**src/rtl/ppd_pkg.sv**
```systemverilog
// Shared types, codes and helpers for the preemptive priority dispatcher.
package ppd_pkg;

  // Default table depth
  localparam int unsigned TASK_SLOTS_DEF = 16;

  // Fixed field widths
  localparam int unsigned SLOT_FW  = 4;
  localparam int unsigned PRIO_W   = 8;
  localparam int unsigned TIME_W   = 16;
  localparam int unsigned BURST_W  = 10;
  localparam int unsigned IN_DW    = 56;
  localparam int unsigned OUT_DW   = 24;

  // Result action codes
  typedef enum logic [1:0] {
    ACT_START  = 2'd0,
    ACT_RESUME = 2'd1,
    ACT_STOP   = 2'd2,
    ACT_FINISH = 2'd3
  } act_t;

  // One task table entry
  typedef struct packed {
    logic [PRIO_W-1:0]  prio;
    logic [TIME_W-1:0]  arrival;
    logic [BURST_W-1:0] burst;
    logic [BURST_W-1:0] remaining;
  } entry_t;

  // Controller states
  typedef enum logic [3:0] {
    ST_IDLE,
    ST_LOAD,
    ST_SCAN,
    ST_SCAN_END,
    ST_DECIDE,
    ST_STOP,
    ST_GO,
    ST_DEC,
    ST_FIN
  } state_t;

  // Commands from controller to datapath
  typedef struct packed {
    logic capture;
    logic load;
    logic scan;
    logic scan_end;
    logic decide;
    logic emit_stop;
    logic emit_go;
    logic dec;
    logic emit_fin;
  } ppd_cmd_t;

  // Status from datapath to controller
  typedef struct packed {
    logic in_tick;
    logic scan_last;
    logic stop_need;
    logic go_need;
    logic fin_need;
    logic out_free;
  } ppd_status_t;

  // a wins over b: higher priority, then less remaining time
  function automatic logic beats(input entry_t a, input entry_t b);
    logic res;
    res = (a.prio > b.prio) || ((a.prio == b.prio) && (a.remaining < b.remaining));
    return res;
  endfunction

endpackage

```
**src/rtl/preemptive_priority_dispatcher_unit.sv**
```systemverilog
// Top level of the preemptive priority dispatcher: controller plus datapath.
// A load word is captured, then written into the task table. A tick word walks the task
// table one slot per cycle through the table memory's single read port to reach a
// decision, then emits its results (stop, start/resume, finish; 0 to 3 of them), each
// of which can wait on a stall of the result side, and does one countdown step. A new
// word is accepted while the last result of the previous one still sits in the output
// register. Results of one tick arrive in order stop, start/resume, finish, with
// tlast on the final one.
module preemptive_priority_dispatcher_unit #(
  parameter int unsigned TASK_SLOTS = ppd_pkg::TASK_SLOTS_DEF
) (
  input  logic                       clk,
  input  logic                       rst_n,
  input  logic                       in_tvalid,
  output logic                       in_tready,
  // slot[3:0], priority_req[11:4], arrival[27:12], burst_len[37:28],
  // tick_now[53:38], zero pad[55:54]
  input  logic [ppd_pkg::IN_DW-1:0]  in_tdata,
  // operation[0]
  input  logic [0:0]                 in_tuser,
  output logic                       out_tvalid,
  input  logic                       out_tready,
  // task_slot[3:0], burst[13:4], remaining[23:14]
  output logic [ppd_pkg::OUT_DW-1:0] out_tdata,
  // action[1:0]
  output logic [1:0]                 out_tuser,
  output logic                       out_tlast
);
  import ppd_pkg::*;

  ppd_cmd_t    cmd;
  ppd_status_t status;

  ppd_ctrl u_ctrl (
    .clk       (clk),
    .rst_n     (rst_n),
    .in_tvalid (in_tvalid),
    .in_tready (in_tready),
    .status    (status),
    .cmd       (cmd)
  );

  ppd_dpath #(
    .TASK_SLOTS (TASK_SLOTS)
  ) u_dpath (
    .clk        (clk),
    .rst_n      (rst_n),
    .cmd        (cmd),
    .status     (status),
    .in_tdata   (in_tdata),
    .in_tuser   (in_tuser[0]),
    .out_tvalid (out_tvalid),
    .out_tready (out_tready),
    .out_tdata  (out_tdata),
    .out_tuser  (out_tuser),
    .out_tlast  (out_tlast)
  );

endmodule

```
**src/rtl/ppd_ctrl.sv**
```systemverilog
// Sequencer for load, scan, dispatch and countdown of the dispatcher.
module ppd_ctrl (
  input  logic                clk,
  input  logic                rst_n,
  input  logic                in_tvalid,
  output logic                in_tready,
  input  ppd_pkg::ppd_status_t status,
  output ppd_pkg::ppd_cmd_t    cmd
);
  import ppd_pkg::*;

  state_t state_r, state_nxt;

  // State register
  always_ff @(posedge clk) begin
    if (!rst_n) begin
      state_r <= ST_IDLE;
    end else begin
      state_r <= state_nxt;
    end
  end

  // Next state and commands
  always_comb begin
    state_nxt = state_r;
    cmd       = '0;
    in_tready = 1'b0;
    unique case (state_r)
      ST_IDLE: begin
        in_tready = 1'b1;
        if (in_tvalid) begin
          cmd.capture = 1'b1;
          state_nxt   = status.in_tick ? ST_SCAN : ST_LOAD;
        end
      end
      ST_LOAD: begin
        cmd.load  = 1'b1;
        state_nxt = ST_IDLE;
      end
      ST_SCAN: begin
        cmd.scan = 1'b1;
        if (status.scan_last) begin
          state_nxt = ST_SCAN_END;
        end
      end
      ST_SCAN_END: begin
        // last compare and running entry read share this cycle
        cmd.scan_end = 1'b1;
        state_nxt    = ST_DECIDE;
      end
      ST_DECIDE: begin
        cmd.decide = 1'b1;
        state_nxt  = ST_DEC;
        if (status.stop_need) begin
          state_nxt = ST_STOP;
        end else if (status.go_need) begin
          state_nxt = ST_GO;
        end
      end
      ST_STOP: begin
        if (status.out_free) begin
          cmd.emit_stop = 1'b1;
          state_nxt     = ST_GO;
        end
      end
      ST_GO: begin
        if (status.out_free) begin
          cmd.emit_go = 1'b1;
          state_nxt   = ST_DEC;
        end
      end
      ST_DEC: begin
        cmd.dec   = 1'b1;
        state_nxt = status.fin_need ? ST_FIN : ST_IDLE;
      end
      ST_FIN: begin
        if (status.out_free) begin
          cmd.emit_fin = 1'b1;
          state_nxt    = ST_IDLE;
        end
      end
      default: begin
        state_nxt = ST_IDLE;
      end
    endcase
  end

endmodule

```
**src/rtl/ppd_dpath.sv**
```systemverilog
// Task table, scan compare, running-task registers and result register.
module ppd_dpath #(
  parameter int unsigned TASK_SLOTS = ppd_pkg::TASK_SLOTS_DEF
) (
  input  logic                       clk,
  input  logic                       rst_n,
  input  ppd_pkg::ppd_cmd_t           cmd,
  output ppd_pkg::ppd_status_t        status,
  input  logic [ppd_pkg::IN_DW-1:0]  in_tdata,
  input  logic                       in_tuser,
  output logic                       out_tvalid,
  input  logic                       out_tready,
  output logic [ppd_pkg::OUT_DW-1:0] out_tdata,
  output logic [1:0]                 out_tuser,
  output logic                       out_tlast
);
  import ppd_pkg::*;

  localparam int unsigned SLOT_W = $clog2(TASK_SLOTS);

  // Captured input word
  logic [SLOT_FW-1:0] slot_r;
  logic [PRIO_W-1:0]  prio_r;
  logic [TIME_W-1:0]  arr_r;
  logic [BURST_W-1:0] burst_r;
  logic [TIME_W-1:0]  now_r;

  always_ff @(posedge clk) begin
    if (cmd.capture) begin
      slot_r  <= in_tdata[3:0];
      prio_r  <= in_tdata[11:4];
      arr_r   <= in_tdata[27:12];
      burst_r <= in_tdata[37:28];
      now_r   <= in_tdata[53:38];
    end
  end

  // Per-slot flags and running task
  logic [TASK_SLOTS-1:0] valid_r, done_r, started_r;
  logic                  run_valid_r;
  logic [SLOT_W-1:0]     run_slot_r;

  // Scan state
  logic [SLOT_W-1:0] cnt_r, cmp_idx_r, best_idx_r;
  logic              cmp_v_r, found_r;
  entry_t            best_e_r, run_e_r, cur_e_r;
  logic              go_r, fin_r;

  // Task table memory
  entry_t            mem [TASK_SLOTS];
  entry_t            rd_q_r, wr_data;
  logic              rd_en, wr_en;
  logic [SLOT_W-1:0] rd_addr, wr_addr, ld_idx;
  logic              ld_ok;

  assign ld_idx  = SLOT_W'(slot_r);
  assign ld_ok   = ({5'd0, slot_r} < 9'(TASK_SLOTS));
  assign rd_en   = cmd.scan | cmd.scan_end;
  assign rd_addr = cmd.scan ? cnt_r : run_slot_r;

  // Write port: load fills an entry, countdown rewrites the running one
  always_comb begin
    wr_en   = 1'b0;
    wr_addr = ld_idx;
    wr_data = '{prio: prio_r, arrival: arr_r, burst: burst_r, remaining: burst_r};
    if (cmd.load) begin
      wr_en = ld_ok;
    end else if (cmd.dec) begin
      wr_en             = run_valid_r;
      wr_addr           = run_slot_r;
      wr_data           = cur_e_r;
      wr_data.remaining = (cur_e_r.remaining <= BURST_W'(1)) ? '0
                        : cur_e_r.remaining - BURST_W'(1);
    end
  end

  always_ff @(posedge clk) begin
    if (wr_en) begin
      mem[wr_addr] <= wr_data;
    end
    if (rd_en) begin
      rd_q_r <= mem[rd_addr];
    end
  end

  // Scan compare on the registered read word
  logic elig;
  assign elig = valid_r[cmp_idx_r] & ~done_r[cmp_idx_r] & (rd_q_r.arrival <= now_r);

  always_ff @(posedge clk) begin
    if (!rst_n) begin
      cnt_r   <= '0;
      cmp_v_r <= 1'b0;
      found_r <= 1'b0;
    end else begin
      cmp_v_r <= cmd.scan;
      if (cmd.capture) begin
        cnt_r   <= '0;
        found_r <= 1'b0;
      end else begin
        if (cmd.scan) begin
          cnt_r <= cnt_r + SLOT_W'(1);
        end
        if (cmp_v_r && elig && (!found_r || beats(rd_q_r, best_e_r))) begin
          found_r <= 1'b1;
        end
      end
    end
  end

  always_ff @(posedge clk) begin
    cmp_idx_r <= cnt_r;
    if (cmp_v_r && elig && (!found_r || beats(rd_q_r, best_e_r))) begin
      best_e_r   <= rd_q_r;
      best_idx_r <= cmp_idx_r;
    end
  end

  // Dispatch decision; rd_q_r holds the running entry here
  logic beat_run, go_c, stop_c;
  entry_t after_e;
  assign beat_run = (best_idx_r != run_slot_r) && beats(best_e_r, rd_q_r);
  assign go_c     = found_r && (!run_valid_r || beat_run);
  assign stop_c   = found_r && run_valid_r && beat_run;
  assign after_e  = go_c ? best_e_r : rd_q_r;

  always_ff @(posedge clk) begin
    if (cmd.decide) begin
      go_r    <= go_c;
      fin_r   <= (run_valid_r || go_c) && (after_e.remaining <= BURST_W'(1));
      run_e_r <= rd_q_r;
      cur_e_r <= after_e;
    end
  end

  // Flags and running task updates
  always_ff @(posedge clk) begin
    if (!rst_n) begin
      valid_r     <= '0;
      done_r      <= '0;
      started_r   <= '0;
      run_valid_r <= 1'b0;
      run_slot_r  <= '0;
    end else begin
      if (cmd.load && ld_ok) begin
        valid_r[ld_idx]   <= 1'b1;
        done_r[ld_idx]    <= 1'b0;
        started_r[ld_idx] <= 1'b0;
        if (run_valid_r && (run_slot_r == ld_idx)) begin
          run_valid_r <= 1'b0;
        end
      end
      if (cmd.emit_go) begin
        started_r[best_idx_r] <= 1'b1;
        run_valid_r           <= 1'b1;
        run_slot_r            <= best_idx_r;
      end
      if (cmd.dec && run_valid_r && (cur_e_r.remaining <= BURST_W'(1))) begin
        done_r[run_slot_r] <= 1'b1;
        run_valid_r        <= 1'b0;
      end
    end
  end

  // Result register
  logic               out_valid_r, out_last_r;
  act_t               out_act_r;
  logic [SLOT_FW-1:0] out_slot_r;
  logic [BURST_W-1:0] out_burst_r, out_rem_r;

  always_ff @(posedge clk) begin
    if (!rst_n) begin
      out_valid_r <= 1'b0;
    end else if (cmd.emit_stop || cmd.emit_go || cmd.emit_fin) begin
      out_valid_r <= 1'b1;
    end else if (out_tready) begin
      out_valid_r <= 1'b0;
    end
  end

  always_ff @(posedge clk) begin
    if (cmd.emit_stop) begin
      out_act_r   <= ACT_STOP;
      out_slot_r  <= SLOT_FW'(run_slot_r);
      out_burst_r <= run_e_r.burst;
      out_rem_r   <= run_e_r.remaining;
      out_last_r  <= ~go_r & ~fin_r;
    end else if (cmd.emit_go) begin
      out_act_r   <= started_r[best_idx_r] ? ACT_RESUME : ACT_START;
      out_slot_r  <= SLOT_FW'(best_idx_r);
      out_burst_r <= best_e_r.burst;
      out_rem_r   <= best_e_r.remaining;
      out_last_r  <= ~fin_r;
    end else if (cmd.emit_fin) begin
      out_act_r   <= ACT_FINISH;
      out_slot_r  <= SLOT_FW'(run_slot_r);
      out_burst_r <= cur_e_r.burst;
      out_rem_r   <= '0;
      out_last_r  <= 1'b1;
    end
  end

  assign out_tvalid = out_valid_r;
  assign out_tdata  = {out_rem_r, out_burst_r, out_slot_r};
  assign out_tuser  = out_act_r;
  assign out_tlast  = out_last_r;

  // Status to controller
  assign status.in_tick   = in_tuser;
  assign status.scan_last = (cnt_r == SLOT_W'(TASK_SLOTS - 1));
  assign status.stop_need = stop_c;
  assign status.go_need   = go_c;
  assign status.fin_need  = fin_r;
  assign status.out_free  = ~out_valid_r | out_tready;

endmodule

```
**config.mk**
```make
export PLATFORM = sky130hd
export DESIGN_NAME = preemptive_priority_dispatcher_unit
export DESIGN_NICKNAME = d
export VERILOG_FILES = /design/src/rtl/ppd_pkg.sv /design/src/rtl/preemptive_priority_dispatcher_unit.sv /design/src/rtl/ppd_ctrl.sv /design/src/rtl/ppd_dpath.sv
export SDC_FILE = /design/constraint.sdc
export NUM_CORES = 1
export LEC_CHECK = 0
export ABC_AREA = 1
export BUFFER_PORTS_ARGS = -buffer_cell sky130_fd_sc_hd__buf_2
export CAP_MARGIN = 25
export CORE_MARGIN = 2
export CORE_UTILIZATION = 50
export DETAILED_ROUTE_END_ITERATION = 16
export PLACE_DENSITY = 0.68
export SKIP_CTS_REPAIR_TIMING = 1
export SYNTH_ARGS = -nofsm -noshare
export SYNTH_HDL_FRONTEND = slang
export SYNTH_SLANG_ARGS = --single-unit
```
**constraint.sdc**
```tcl
create_clock -name clk -period 4 [get_ports clk]
set_clock_uncertainty 0.15 [all_clocks]
set_input_delay 0.8 -clock clk [delete_from_list [all_inputs] [get_ports clk]]
set_output_delay 0.8 -clock clk [all_outputs]
set_load 0.01 [all_outputs]
```
Yosys cells after proc, flatten, opt, wreduce, memory -nomap -nowiden
Memory sizes are Yosys's and may differ from the RTL's. A register that Yosys moved wholly into a read port is not among the register bits.
Index checks and enable logic that the tools add are counted.
Widths: inputs -> output; s select.
{"block": "totals", "inputBits": 61, "register_bits": 263, "mem_bits_rw": 704, "memories": 1, "wordCells": 190, "output_inout_bits": 29}
{"block": "op_classes", "add_sub_neg": 2, "reduce_logical": 34, "n_eq_ne": 18, "mux": 71, "n_bitwise": 16, "n_lt_le_gt_ge": 14}
{"memory": "u_dpath.mem", "depth": 16, "width": 44, "rd": 1, "rd_clocked_by_memory_dff": 1, "wr": 1, "line": "ppd_dpath.sv:50", "text": "entry_t mem [TASK_SLOTS];"}
{"cell": "$mux 44", "n": 3}
{"cell": "$mux 16", "n": 6}
{"cell": "$mux 10", "n": 7}
{"cell": "$mux 4", "n": 12}
{"cell": "$or 16x16->16", "n": 3}
{"cell": "$and 16x16->16", "n": 2}
{"cell": "$mux 1", "n": 32}
{"cell": "$pmux 4 s8", "n": 1}
{"cell": "$le 10x1->1 const B", "n": 2}
{"cell": "$lt 10x10->1", "n": 2}
{"cell": "$lt 4x5->1 const B", "n": 4}
{"cell": "$eq 4x3->1 const B", "n": 4}
{"cell": "$eq 8x8->1", "n": 2}
{"cell": "$gt 8x8->1", "n": 2}
{"cell": "$le 16x16->1", "n": 1}
{"cell": "$not 16->16", "n": 1}
{"cell": "$logic_and 1x1->1", "n": 15}
{"cell": "$bmux 1 s4", "n": 3}
{"cell": "$demux 1 s4", "n": 3}
{"cell": "$ge 4x1->1 const B", "n": 3}
{"cell": "$ne 2x2->1 const B", "n": 5}
{"cell": "$sub 10x1->10 const B", "n": 1}
{"cell": "$eq 4x2->1 const B", "n": 2}
{"cell": "$eq 4x4->1 const B", "n": 2}
{"cell": "16 further kinds", "n": 37}

Logic depth before layout (Yosys ltp)
Gate-level depths: netlist of run 1.
{"block": "depth", "depth_word": 10, "depth_mapped": 17, "ltp_nobuf": 16}

Modules after synthesis
From an unflattened synthesis of run 1, not the netlist that was laid out.
{"block": "unflattened", "hier_cells": 3459, "hier_area_um2": 41379.7}
{"mod": "ppd_dpath", "area_per_inst_um2": 41013.1, "n_inst": 1, "cells_per_inst": 3390}
{"mod": "ppd_ctrl", "area_per_inst_um2": 366.6, "n_inst": 1, "cells_per_inst": 69}

Least setup slack after synthesis of run 1
Ideal clock, no wire load.
{"block": "synth_path", "path_type": "flip-flop to flip-flop", "startpoint": "register u_ctrl.state_r[1]", "endpoint": "register u_ctrl.state_r[0]", "path_stages_with_launch": 8, "path_slack_ns": -0.017, "n_path_buf": 0, "setup_ns": 0.070, "period_less_slack_ns": 4.017, "t_arrival_ns": 3.797, "t_required_ns": 3.780, "cell_sequence": "dfxtp_1 nor2_1 inv_1 nor2_1 nand2_1 o221ai_1 nand2_1 a21oi_1"}
{"block": "synth_via", "elab_chain_len": 3}
{"item": "start: declaration", "line": "ppd_ctrl.sv:12", "text": "state_t state_r, state_nxt;"}
{"item": "start signal: assignment", "line": "ppd_ctrl.sv:19", "text": "state_r <= state_nxt;"}
{"item": "$eq 4x2->1 (tied with other cells)", "line": "ppd_ctrl.sv:28", "text": "unique case (state_r)"}
{"item": "$ne 2x2->1 (no source line)"}
{"item": "$reduce_and 5->1 (no source line)"}
Parallel ways exist; a longest one is shown, timed or not.
A chain may end at the register's enable or synchronous reset.

Final worst setup path of run 1
{"block": "layout_path", "startpoint": "register u_ctrl.state_r[2]", "endpoint": "memory u_dpath.mem[4][34] (netlist bit), enable pin"}
{"block": "layout_via", "elab_chain_len": 6}
{"item": "$eq 4x3->1", "line": "ppd_ctrl.sv:28"}
{"item": "$mux 1", "line": "ppd_ctrl.sv:28"}
{"item": "$mux 1", "line": "ppd_dpath.sv:68", "text": "end else if (cmd.dec) begin"}
{"item": "$mux 1", "line": "ppd_dpath.sv:66", "text": "if (cmd.load) begin"}
{"item": "$mux 1", "line": "ppd_dpath.sv:78", "text": "if (wr_en) begin"}
{"item": "$mux 1 (implied by the code)", "line": "ppd_dpath.sv:79", "text": "mem[wr_addr] <= wr_data;"}
{"item": "end: declaration", "line": "ppd_dpath.sv:50"}
Parallel ways exist; a longest one is shown, timed or not.

==> reports/results.ini, run 1 <==
[timing]
setup_ws_ns = 0.401
max_slew_margin_pct = 1.96
worstMarginPinSlew_ns = 1.47
rsz0062_at_grt = no
timing.hold.ws_ns = 0.166
period_share_pct = 90.0
fmax_mhz = 278
maxSlewViolCount = 0
period_minus_slack_ns = 3.60
setup_violations = 0
hold_viol_final = 0
setup_tns_ns = 0

[layout]
drive_above_1_share_pct = 10.8
area_growth_pct = 12.7
fin_cells = 4488
layout_common_cells = edfxtp_1 (941), nor2_1 (512), o21ai_0 (377)
nNetsFinal = 3443
fill_cells = 6310
final_common_cell = edfxtp_1

[run]
max_cap_violations = 0

[placed_design]
dpl.hpwl_um = 54400
place.gp.congestion = 0.909
placed_cells = 4307
io_buffers = 87
dp_slack_ns = 0.490

[floorplan]
rows = 104
die_h_um = 289
coreArea_um2 = 80400
die_area_um2 = 83400
start_util_pct = 50.4
die_x_um = 289
ios = 90

[clock_network]
clock-sinks = 1011
clock_latency_ns = 0.66
clkTransAtPathRegs_ns = 0.06
htreeDepth = 3
tritoncts = built
cts_root_buf = clkbuf_16
numCtsBuffers = 96
clock_path_buffers = 3

[yosys]
yosysSeqAreaShare_pct = 73.1
ys_ff_latch = 1011
syn_nets = 3350
netlist_area_um2 = 40500
synth_top_cell_by_area = edfxtp_1
syn-instance-count = 3252
synthDistinctLibCells = 47
synth_area_leaders = edfxtp_1 (70%), nor2_1 (4.9%), o21ai_0 (4.7%)
avgSynthCellArea_um2 = 12.5
synth_warnings = 0
synth_edf_count = 941
synth_top_cell_area_share_pct = 69.7
ys.flop_type = edfxtp_1
async_flop_share_pct = 0

[route]
routed.top_layer = met5
antenna_left = 0
drt-met1-wl_um = 41400
initialDrtViolationCount = 2779
wl_met2_um = 45500
routedWlPerCell_um = 21.9
drc_errors = 0
viasPerCell = 5.70
dr_wl_met3_um = 8920
firstDrtPassIters = 5
wl_um = 98200
num_vias = 25590

[status]
run_status = finished clean

[hold_path]
min_path_type = input port to register

[pwr]
total_power_mw = 26.5
cellLeakagePower_nw = 15.4
powerDensity_nw_per_um2 = 580
peakVddDrop_uv = 460

[setup_path]
cpMaxStageDelayCell = nor2_4
crit_top_cell = inv_1
cp.arrival_ns = 3.79
crit_path_start_kind = register
critPathKind = register to register
slowest_delay_ns = 0.67
cp_max_fo = 15
end_kind = register
cp_data_required_time_ns = 4.20
cp_cell_sequence = inv_1 -> nor2_1 -> inv_1 -> nor2_4 -> inv_1 -> o21ai_0 -> nand3_1 -> nor2_4 -> buf_12

[global_route]
grtUsageTotal_pct = 23.4
grt_max_degree = 263
overflow = 0
antenna_found_initial = 4
grt_pass1_vias = 24232
grt_pass1_wl_um = 147000

-- flip-flops by register name, indices dropped and copies added (netlist names), 8 cells and up --
signal,cells
u_dpath.arr_r,16
u_dpath.prio_r,8
u_dpath.burst_r,10
u_dpath.out_burst_r,10
u_dpath.cur_e_r,44
u_dpath.best_e_r,44
u_dpath.rd_q_r,44
u_dpath.valid_r,16
u_dpath.mem,704
u_dpath.done_r,16
u_dpath.run_e_r,20
u_dpath.now_r,16
u_dpath.out_rem_r,10
u_dpath.started_r,16
-- final timing paths --
check | from | end | slack (ns) | cells past startpoint
max | u_ctrl.state_r[2] | u_dpath.mem[4][34] | 0.40 | 9
min | in_tdata[2] | u_dpath.ld_idx[2] | 0.17 | 1
max reg2reg | u_ctrl.state_r[2] | u_dpath.mem[4][34] | 0.40 | 9
min reg2reg | u_dpath.cnt_r[2] | u_dpath.cmp_idx_r[2] | 0.24 | 0
-- worst max-delay path: cells and delay by family, from the launching register on --
kind	cells	cell delay (ns)
buf+inv	4	0.70
flops	1	0.35
simple gates	4	1.43
compound gates	1	0.64
-- final cells by class --
class | instances | area, um^2 | share of cell area [%]
sequential | 1011 | 29700 | 64.9
multi-input combinational | 1884 | 9550 | 20.9
clock buffer | 122 | 2540 | 5.56
timing repair buffer | 169 | 1350 | 2.95
tap | 1060 | 1330 | 2.90
inverter | 183 | 697 | 1.52
clock inverter | 58 | 576 | 1.26
antenna | 1 | 2.50 | 0.00548
-- where the power goes --
part	switching [mW]	total, mW	internal (mW)
Clock	3.86	9.02	5.16
Combinational	3.22	4.42	1.20
Sequential	0.359	13.0	12.7
-- metal layers --
layer / up-vias / GRT usage, %
li1: 11912 / -
met1: 12454 / 33.4
met2: 1059 / 37.0
met3: 163 / 4.40
met4: 2 / 6.87
met5: - / 0
-- cell families after synthesis --
family / synth area share, %
AOI/OAI and AO/OA: 11.5
and+or+nand+nor: 9.68
DFF: 73.1
xor gates and xnor gates: 0.151
muxes: 0.694
buffers and inverters: 3.73
adders and majority gates: 1.14
-- cells in the mapped netlist (2+ instances only) --
cell type	count
nand2_1	356
a21oi_1	147
o21bai_1	2
clkbuf_1	61
clkbuf_2	2
nor4_1	2
dfxtp_1	70
nand2_2	4
xor2_1	3
buf_2	98
a22oi_1	9
a211oi_1	2
nand3_1	77
buf_4	11
ha_1	37
o21ai_0	378
nor2_1	532
nand3b_1	2
o31ai_1	3
o22ai_1	9
o32ai_1	2
edfxtp_1	941
xnor2_1	4
nor3_1	14
mux2_2	25
inv_2	6
inv_1	176
nand4_1	7
o21ai_1	75
o211ai_1	179
o21ai_2	2
-- through the flow --
stage | instance area [um^2] | util, %
after global routing | 45700 | 56.8
after floorplan | 40600 | -
after detailed placement | 42600 | 52.9
final | 45700 | 56.8
after CTS | 45700 | 56.8
after global placement | 42600 | 52.9
Power figures use the tool's default switching activity.
==> run 2: changes to the inputs <==
PLACE_DENSITY = 0.66   (was 0.68)
clock period = 4.4 ns   (was 4 ns; I/O delays follow)
==> run 2 against run 1 <==
Sequential cell count is the same; combinational power shrank 9.3%; largest cell class unchanged; largest power group unchanged; global-route usage grew 0.50 points; critical path depth is the same; register-to-register slack gained 0.46 ns; highest routed layer is now met4; via count grew 1.3%.
==> reports/results.ini, run 2 (same netlist as run 1, synthesis figures left out) <==
[layout]
layout_common_cells = edfxtp_1 (941), nor2_1 (512), o21ai_0 (377)  ; unchanged
nNetsFinal = 3440  ; was 3443
final_core_util_pct = 56.8  ; about the same
fill_cells = 6323  ; was 6310
largest_reg_flops = 704  ; unchanged
largest_register = u_dpath.mem  ; unchanged
final_common_cell = edfxtp_1  ; unchanged
area_growth_pct = 12.6  ; was 12.7%
drive_above_1_share_pct = 10.8  ; about the same
multi_input_area_um2 = 9550  ; unchanged
register_area_um2 = 29700  ; unchanged

[placed_design]
place.gp.congestion = 0.903  ; was 0.909
dpl.hpwl_um = 56400  ; was 54400 um
io_buffers = 87  ; unchanged

[floorplan]
start_util_pct = 50.4  ; unchanged
die_x_um = 289  ; unchanged
die_h_um = 289  ; unchanged
die_area_um2 = 83400  ; unchanged
rows = 104  ; unchanged
coreArea_um2 = 80400  ; unchanged
ios = 90  ; unchanged

[timing]
maxSlewViolCount = 0  ; unchanged
setup_tns_ns = 0  ; unchanged
period_share_pct = 80.5  ; was 90.0%
rsz0062_at_grt = no  ; unchanged
setup_violations = 0  ; unchanged
fmax_mhz = 282  ; was 278 MHz
hold_viol_final = 0  ; unchanged
max_slew_margin_pct = 21.0  ; was 1.96%
worstMarginPinSlew_ns = 1.19  ; was 1.47 ns
period_minus_slack_ns = 3.54  ; was 3.60 ns

[setup_path]
cp.arrival_ns = 3.73  ; was 3.79 ns
end_kind = register  ; unchanged
cp_cell_sequence = inv_1 -> nor2_1 -> inv_1 -> nor2_4 -> buf_4 -> o21ai_0 -> nand3b_1 -> nor2_4 -> buf_12  ; was inv_1 -> nor2_1 -> inv_1 -> nor2_4 -> inv_1 -> o21ai_0 -> nand3_1 -> nor2_4 -> buf_12
cp_top_family = simple AND/OR/NAND/NOR gates  ; unchanged
cp_data_required_time_ns = 4.59  ; was 4.20 ns
critPathKind = register to register  ; unchanged
slowest_delay_ns = 0.60  ; was 0.67 ns
cpMaxStageDelayCell = buf_4  ; was nor2_4
crit_path_start_kind = register  ; unchanged
cp_max_fo = 56  ; was 15
path_buf_inv = 4  ; unchanged

[clock_network]
clkTransAtPathRegs_ns = 0.06  ; about the same
cts_root_buf = clkbuf_16  ; unchanged
htreeDepth = 3  ; unchanged
numCtsBuffers = 96  ; unchanged
clock_path_buffers = 3  ; unchanged
clock_latency_ns = 0.66  ; about the same
tritoncts = built  ; unchanged
clock-sinks = 1011  ; unchanged

[route]
drc_errors = 0  ; unchanged
routedWlPerCell_um = 22.5  ; was 21.9 um
viasPerCell = 5.78  ; was 5.70
num_vias = 25913  ; was 25590
initialDrtViolationCount = 2804  ; was 2779
wl_um = 101000  ; was 98200 um
firstDrtPassIters = 7  ; was 5
antenna_left = 0  ; unchanged

[global_route]
overflow = 0  ; unchanged
grt_pass1_vias = 24734  ; was 24232
grtUsageTotal_pct = 23.9  ; was 23.4%
use_met2_pct = 38.5  ; was 37.0%
busiest_layer = met2  ; unchanged
antenna_found_initial = 2  ; was 4
grt_max_degree = 231  ; was 263
grt_use_met1_pct = 33.8  ; was 33.4%
grt_pass1_wl_um = 150000  ; was 147000 um
use_met3_pct = 3.64  ; was 4.40%

[hold_path]
min_path_type = register to register  ; was input port to register

[pwr]
peakVddDrop_uv = 511  ; was 460 uV
powerDensity_nw_per_um2 = 525  ; was 580 nW/um^2
cellLeakagePower_nw = 15.4  ; about the same

[run]
max_cap_violations = 0  ; unchanged

[status]
run_status = finished clean  ; unchanged

run 2: path summary, 6_finish.rpt:
kind | startpoint | to | slack, ns | cells after the start
worst max-delay path | u_ctrl.state_r[2] | u_dpath.mem[7][27] | 0.86 | 9
worst min-delay path | u_dpath.cnt_r[2] | u_dpath.cmp_idx_r[2] | 0.23 | 0
worst max register to register | u_ctrl.state_r[2] | u_dpath.mem[7][27] | 0.86 | 9
worst min register to register | u_dpath.cnt_r[2] | u_dpath.cmp_idx_r[2] | 0.23 | 0
run 2: cell type report:
type	count	area share [%]
Timing Repair Buffer	166	2.91
Tap cell	1060	2.90
Clock buffer	120	5.66
Antenna cell	1	0.00548
Multi-Input combinational cell	1884	20.9
Clock inverter	60	1.14
Inverter	183	1.53
Sequential cell	1011	64.9
run 2: through the flow:
stage | setup slack, ns | hold WS, ns | cells | power [mW] | instance area (um^2)
6_report | 0.857 | 0.231 | 4485 | 24.0 | 45700
5_1_grt | 0.644 | 0.237 | 4484 | 24.9 | 45700
4_1_cts | 0.864 | 0.214 | 4479 | 24.0 | 45600
3_5_place_dp | 0.880 | 0.231 | 4299 | 16.0 | 42500
3_3_place_gp | 0.918 | 0.227 | 4297 | 15.8 | 42500
2_1_floorplan | 0.383 | 0.214 | 3252 | 14.6 | 40500
run 2: power breakdown:
part	switching [mW]	total, mW	internal [mW]
Combinational	2.94	4.01	1.06
Clock	3.50	8.10	4.60
Sequential	0.326	11.9	11.5
Total	6.77	24.0	17.2
run 2: per-layer routing:
layer	vias to the layer above	part of all wire (%)
li1	11907	-
met1	12797	42
met2	1053	47
met3	156	8.1
met4	0	2.3
met5	-	0
